### src/rtl/sgm_pca_pkg.sv
// shared types and constants for the sgm path cost aggregation block
// no dependencies; used by every module under rtl

package sgm_pca_pkg;

    localparam int MAX_DISP   = 256;
    localparam int DISP_BITS  = $clog2(MAX_DISP);
    localparam int ADDR_BITS  = DISP_BITS + 1;
    localparam int COST_BITS  = 8;
    localparam int PATH_BITS  = 9;
    localparam int PEN_BITS   = 8;
    localparam int COUNT_BITS = 9;
    localparam int CFG_IDX_BITS  = 2;
    localparam int CFG_DATA_BITS = 9;

    localparam logic [PATH_BITS-1:0]  PATH_MAX = '1;
    localparam logic [COUNT_BITS-1:0] COUNT_MAX = COUNT_BITS'(MAX_DISP);

    // register indexes
    localparam logic [CFG_IDX_BITS-1:0] CFG_SMALL_PENALTY    = 2'd0;
    localparam logic [CFG_IDX_BITS-1:0] CFG_LARGE_PENALTY    = 2'd1;
    localparam logic [CFG_IDX_BITS-1:0] CFG_DISPARITY_COUNT  = 2'd2;
    localparam logic [CFG_IDX_BITS-1:0] CFG_DISPARITY_OFFSET = 2'd3;

    // reset values
    localparam logic [PEN_BITS-1:0]   RST_SMALL_PENALTY    = 8'd10;
    localparam logic [PEN_BITS-1:0]   RST_LARGE_PENALTY    = 8'd30;
    localparam logic [COUNT_BITS-1:0] RST_DISPARITY_COUNT  = 9'd64;
    localparam logic [PEN_BITS-1:0]   RST_DISPARITY_OFFSET = 8'd20;

    typedef struct packed {
        logic [PEN_BITS-1:0]   small_penalty;
        logic [PEN_BITS-1:0]   large_penalty;
        logic [COUNT_BITS-1:0] disparity_count;
        logic [PEN_BITS-1:0]   disparity_offset;
    } cfg_t;

    typedef struct packed {
        logic [PATH_BITS-1:0] best_cost;
        logic [PATH_BITS-1:0] best_disparity;
        logic                 pixel_done;
        logic [PATH_BITS-1:0] path_cost;
    } result_t;

endpackage

### src/rtl/sgm_pca_out_buf.sv
// two-entry result buffer between the datapath and the output channel
// uses sgm_pca_pkg::result_t

module sgm_pca_out_buf (
    input  logic                 aclk,
    input  logic                 aresetn,
    input  logic                 wr_en,
    input  sgm_pca_pkg::result_t wr_data,
    output logic                 wr_ready,
    output logic                 rd_valid,
    input  logic                 rd_ready,
    output sgm_pca_pkg::result_t rd_data
);

    sgm_pca_pkg::result_t entry_reg [0:1];
    logic       wr_ptr_reg, wr_ptr_next;
    logic       rd_ptr_reg, rd_ptr_next;
    logic [1:0] fill_reg, fill_next;
    logic       pop;

    assign wr_ready = fill_reg != 2'd2;
    assign rd_valid = fill_reg != 2'd0;
    assign rd_data  = entry_reg[rd_ptr_reg];
    assign pop      = rd_valid && rd_ready;

    always_comb begin
        wr_ptr_next = wr_ptr_reg ^ wr_en;
        rd_ptr_next = rd_ptr_reg ^ pop;
        fill_next   = fill_reg + {1'b0, wr_en} - {1'b0, pop};
    end

    always_ff @(posedge aclk) begin
        if (wr_en) begin
            entry_reg[wr_ptr_reg] <= wr_data;
        end
    end

    always_ff @(posedge aclk) begin
        if (!aresetn) begin
            wr_ptr_reg <= 1'b0;
            rd_ptr_reg <= 1'b0;
            fill_reg   <= 2'd0;
        end else begin
            wr_ptr_reg <= wr_ptr_next;
            rd_ptr_reg <= rd_ptr_next;
            fill_reg   <= fill_next;
        end
    end

    a_no_overflow: assert property (@(posedge aclk) disable iff (!aresetn)
        wr_en |-> fill_reg != 2'd2)
        else $error("write into full result buffer");

    a_fill_ptrs: assert property (@(posedge aclk) disable iff (!aresetn)
        (fill_reg == 2'd1) == (wr_ptr_reg != rd_ptr_reg))
        else $error("buffer fill level disagrees with pointers");

    a_fill_range: assert property (@(posedge aclk) disable iff (!aresetn)
        fill_reg != 2'd3)
        else $error("buffer fill level out of range");

endmodule

### config.mk
export PLATFORM = sky130hd
export DESIGN_NAME = sgm_pca_out_buf
export DESIGN_NICKNAME = d
export VERILOG_FILES = /design/src/rtl/sgm_pca_pkg.sv /design/src/rtl/sgm_pca_out_buf.sv
export SDC_FILE = /design/constraint.sdc
export NUM_CORES = 1
export LEC_CHECK = 0
export BUFFER_PORTS_ARGS = -buffer_cell sky130_fd_sc_hd__buf_2
export CORE_MARGIN = 5
export CORE_UTILIZATION = 49
export CTS_BUF_LIST = sky130_fd_sc_hd__clkbuf_4 sky130_fd_sc_hd__clkbuf_8
export CTS_CLUSTER_DIAMETER = 50
export DETAILED_ROUTE_END_ITERATION = 12
export GPL_ROUTABILITY_DRIVEN = 1
export PLACE_DENSITY = 0.78
export SYNTH_ARGS = -nofsm -noshare
export SYNTH_HDL_FRONTEND = slang
export SYNTH_SLANG_ARGS = --single-unit
### constraint.sdc
create_clock -name aclk -period 1.5 [get_ports aclk]
set_input_delay 0 -clock aclk [delete_from_list [all_inputs] [get_ports aclk]]
set_output_delay 0 -clock aclk [all_outputs]
set_load 0.05 [all_outputs]
* Word level (Yosys, flattened, before mapping)
Memory sizes are Yosys's and may differ from the RTL's. A register that Yosys moved wholly into a read port is not among the register bits. Cells that the tools add are included.
Operators by class: add/subtract/negate cells 2, equal/unequal tests 1, muxes and demuxes 3, bitwise operators 2, reduce and logical (&&, ||, !) cells 2
Operators with widths (number):
- 1-bit two-way mux | 3
- 2-bit by 1-bit adder with 2-bit output | 1
- 2-bit != test, second input constant | 1
- 2-bit nonzero test | 1
- 2-bit by 1-bit subtractor with 2-bit output | 1
- 1-bit bitwise XOR | 2
- 1-bit logical AND | 1
Word-level totals: register bits 4, memory bits (writable) 56, output and inout bits 30, word-level logic and storage cells 14, memories kept 1
Memories:
- entry_reg | depth 2, width 28, read ports 1, clocked after memory_dff 1, wr ports 1, RTL line sgm_pca_out_buf.sv:15 | sgm_pca_pkg::result_t entry_reg [0:1];

* Depth between registers and ports, before layout
depth in word-level cells 4, mapped depth 6

* Worst setup path before layout
OpenSTA, ideal clock, no wires.
path kind flip-flop to flip-flop, start point reg wr_ptr_reg, end point mem entry_reg[0][0] (netlist name), enable pin, data arrival time 1.076 ns, slack 0.036 ns, stages on the path, launching flop included 3, path through dfxtp_1 > inv_1 > ha_1
RTL lines:
- start: declaration | RTL line sgm_pca_out_buf.sv:16 | logic wr_ptr_reg, wr_ptr_next;
- start signal: assignment | RTL line sgm_pca_out_buf.sv:44 | wr_ptr_reg <= wr_ptr_next;
- end: declaration | RTL line sgm_pca_out_buf.sv:15
No word-level cell before the write port.

* Final worst setup path
start point reg fill_reg[0], end point reg fill_reg[1]
On the way: longest elaborated chain between the ends 3
RTL lines:
- start: declaration | RTL line sgm_pca_out_buf.sv:18 | logic [1:0] fill_reg, fill_next;
- start signal: assignment | RTL line sgm_pca_out_buf.sv:46 | fill_reg <= fill_next;
- branches (longest 2 deep; another with 2-bit by 1-bit adder with 2-bit output)
- 2-bit by 1-bit subtractor with 2-bit output * | RTL line sgm_pca_out_buf.sv:29 | fill_next = fill_reg + {1'b0, wr_en} - {1'b0, pop};
Mark *: on every way between the ends. A chain may end at the register's enable or synchronous reset.

==> qor_table.md <==
| Item | This run | Unit |
| --- | --- | --- |
| Outcome | finished clean | - |
| Full die area | 0.00630 | mm² |
| Avg Inst Size Synth | 21.4 | µm² |
| Critical path arrival | 1670 | ps |
| Slew HR | 80.9 | % |
| Die Span Y | 79.4 | µm |
| Launch point of the critical path | fill_reg[0]$_SDFF_PN0_ | - |
| Number of nets with antenna violations after routing | 0 | - |
| Capturing point of the worst reg2reg path | fill_reg[1]$_SDFF_PN0_ | - |
| Die span in x | 79.4 | µm |
| Routed length per instance | 15.6 | µm |
| Worst reg-to-reg setup slack | 80 | ps |
| Clock period minus final worst setup slack | 1420 | ps |
| Share of the yosys chip area belonging to registers | 75.5 | % |
| Wire length of the first global-routing pass | 6.81 | mm |
| Setup slack of the critical path after layout | 79.5 | ps |
| Antenna diode count | 0 | - |
| Fraction of final layout cells with drive strength greater than 1 | 50.2 | % |
| Number of iterations in the first detailed-routing pass | 4 | - |
| Clock tree from TritonCTS | done | - |
| Nature of the critical path endpoint | flop | - |
| Maximum number of pins on one net before global-route repair | 21 | - |
| Post-layout power | 4.96 | mW |
| Worst vdd rail ir drop | 1.53 | mV |
| Synth cell types | 16 | - |
| Number of antenna violations at the first check in global routing | 0 | - |
| Part of the cycle the worst path needs | 94.7 | % |
| Aggregate negative setup slack | 0 | ps |
| Number of H-tree branching levels | 3 | - |
| Cell count after synthesis | 110 | - |
| Wire length reported by the detailed router | 4.25 | mm |
| Crit path required time | 1750 | ps |
| Remaining global-route overflow | 0 | - |
| Core Box Area | 0.00469 | mm² |
| Buffers on Ports | 61 | - |
| Number of flip-flops in the largest register | 56 | - |
| Crit path cell chain | o21a_1, ha_1, inv_1, ha_1, xnor3_1, nor2b_2 | - |
| Count of cells along the worst hold path | 3 | - |
| Max-cap check violation count | 0 | - |
| R2R Path Start | fill_reg[0]$_SDFF_PN0_ | - |
| RSZ-0062 raised after global routing | yes | - |
| Cts bufs inserted | 9 | - |
| Root Buffer Master | sky130_fd_sc_hd__clkbuf_8 | - |
| Type of the worst setup path | reg -> reg | - |
| Total clock sinks | 61 | - |
| Total power density per cell area | 1550 | mW/mm² |
| Boundary pin count | 62 | - |
| Post-CTS repair timing setup buffer count | 0 | - |
| Endpoints failing setup | 0 | - |
| Clock latency of the later-clocked register in the worst-skew pair | 310 | ps |
| Netlist Area Pre-Place | 0.00236 | mm² |
| Half-perimeter wire length of the detailed placement result | 2.81 | mm |
| Number of vias per cell | 4.81 | - |
| Weighted congestion reported at the end of routability-driven placement | 0.641 | - |
| Number of warning messages in the yosys log | 0 | - |
| Path category of the worst min-delay check | in -> reg | - |
| Number of vias after detailed routing | 1,313 | - |
| Register-to-Register Path Depth | 6 | - |
| Post-detailed-route DRC marker count | 0 | - |
| Layout-stage area growth over the synthesis result | 36.1 | % |
| Max Clock Skew | 6.73 | ps |
| # rows | 25 | - |
| Leakage power figure | 1.30 | nW |
| Flops & latches, synth | 61 | - |
| Global-route usage over all layers | 15.0 | % |
| Crit Path Max Fanout | 3 | - |
| Via count of the first global-routing pass | 1,499 | - |
| Hold-critical path endpoint | wr_ptr_reg$_SDFF_PN0_ | - |
| Cell with the largest stage delay on the worst path | sky130_fd_sc_hd__dfxtp_1 | - |
| Total number of nets in the final design | 250 | - |
| Max Transition Viols Final | 0 | - |
| Largest stage delay, worst path | 320 | ps |
| Hold violation total from the final report | 0 | - |
| Effective utilization at floorplan | 50.3 | % |
| Worst min-delay path startpoint | wr_en | - |
| CTS clk-pin slew, worst paths | 60 | ps |
| Highest achievable clock rate | 704 | MHz |
| Max Root-Sink Buffers | 2 | - |
| Most frequent cell on the critical path | sky130_fd_sc_hd__ha_1 | - |
| Post-synthesis net count | 146 | - |
| Initial drt markers | 41 | - |
| Worst setup slack before clock tree synthesis | 68.6 | ps |
| Startpoint types | flop | - |
| Transition at the pin with the smallest max-transition slack | 286 | ps |
-- cells in the final DEF (no fill, tap or decap), types with 2 or more instances in the layout --
| master | n |
|---|---|
| sky130_fd_sc_hd__buf_2 | 61 |
| sky130_fd_sc_hd__edfxtp_1 | 56 |
| sky130_fd_sc_hd__dlygate4sd3_1 | 29 |
| sky130_fd_sc_hd__mux2_4 | 20 |
| sky130_fd_sc_hd__clkbuf_8 | 9 |
| sky130_fd_sc_hd__mux2_2 | 8 |
| sky130_fd_sc_hd__ha_1 | 4 |
| sky130_fd_sc_hd__clkinv_1 | 4 |
| sky130_fd_sc_hd__dfxtp_1 | 4 |
| sky130_fd_sc_hd__buf_4 | 4 |
| sky130_fd_sc_hd__inv_1 | 3 |
| sky130_fd_sc_hd__nand2_1 | 2 |
| sky130_fd_sc_hd__mux2i_1 | 2 |
| sky130_fd_sc_hd__clkinv_2 | 2 |
-- through the flow --
| stage | area [µm²] | hold slack [ps] | cells | utilization [%] |
|---|---|---|---|---|
| 3_3_place_gp | 2760 | 188 | 228 | 58.7 |
| 5_1_grt | 3210 | 25.6 | 273 | 68.4 |
| 3_5_place_dp | 2760 | 191 | 228 | 58.7 |
| 2_1_floorplan | 2360 | 98.9 | 110 | - |
| 6_report | 3210 | 25.1 | 273 | 68.4 |
| 4_1_cts | 3210 | 6.43 | 273 | 68.3 |
-- synthesized netlist by cell type --
master	instances	area [µm²]
sky130_fd_sc_hd__and2_1	1	6.26
sky130_fd_sc_hd__buf_6	3	33.8
sky130_fd_sc_hd__dfxtp_1	5	100
sky130_fd_sc_hd__edfxtp_1	56	1680
sky130_fd_sc_hd__ha_1	4	50.1
sky130_fd_sc_hd__inv_1	3	11.3
sky130_fd_sc_hd__mux2_2	8	90.1
sky130_fd_sc_hd__mux2_4	20	300
sky130_fd_sc_hd__mux2i_1	2	20.0
sky130_fd_sc_hd__nand2_1	2	7.51
sky130_fd_sc_hd__nand2b_1	1	6.26
sky130_fd_sc_hd__nor2b_1	1	6.26
sky130_fd_sc_hd__nor2b_2	1	8.76
sky130_fd_sc_hd__o21a_1	1	7.51
sky130_fd_sc_hd__or2_2	1	6.26
sky130_fd_sc_hd__xnor3_1	1	22.5
-- worst max path at each step --
stage,end,slack (ps),cells past startpoint
after global placement,fill_reg[1]$_SDFF_PN0_,140,6
final,fill_reg[1]$_SDFF_PN0_,80,6
after floorplan,entry_reg[0][0]$_DFFE_PP_,40,2
after global routing,fill_reg[1]$_SDFF_PN0_,-0.2,6
after detailed placement,fill_reg[1]$_SDFF_PN0_,70,6
after CTS,rd_data[0],30,3
-- timing repair --
item                                    CTS  global route
endpoints found under the setup margin    5             2
resized for setup                         1             1
pin swaps                                 0             1
hold endpoints to repair                 60             0
hold buffers                             29             0
-- critical path: cells and delay by family, from the launching register on --
family / cells / cell delay (ps)
compound gates: 1 / 230
flops: 1 / 320
buf+inv: 1 / 60
xor+xnor: 1 / 220
simple gates: 1 / 100
fa+ha+maj: 2 / 430
-- cell type report --
cell class              instances  area [µm²]
flip-flops and latches         61        1780
clock buffers                   9         124
clock inverters                 7        32.5
inverters                       3        11.3
multi-input cells              43         532
well taps                      54        67.6
fillers                       317        1480
repair buffers                 96         661
-- report_power, final --
part | leakage, nW | internal [mW] | switching [mW]
Sequential | 0.567 | 2.01 | 0.0581
Combinational | 0.651 | 0.661 | 1.09
Clock | 0.0789 | 0.569 | 0.569
-- cells by family after synthesis --
logic type | Yosys count | share of synthesized area, %
mux | 30 | 17.4
xor+xnor | 1 | 0.955
simple gates | 7 | 1.75
buf+inv | 6 | 1.91
flops | 61 | 75.5
fa+ha+maj | 4 | 2.12
compound gates | 1 | 0.318
-- layer usage --
metal	vias up	track usage, %	routed length, µm
met5	-	0	0
met2	37	27.9	2390
met4	0	6.70	42
met1	638	15.3	1640
li1	634	-	-
met3	4	4.74	176
No activity file was read; power rests on OpenSTA's default activity.
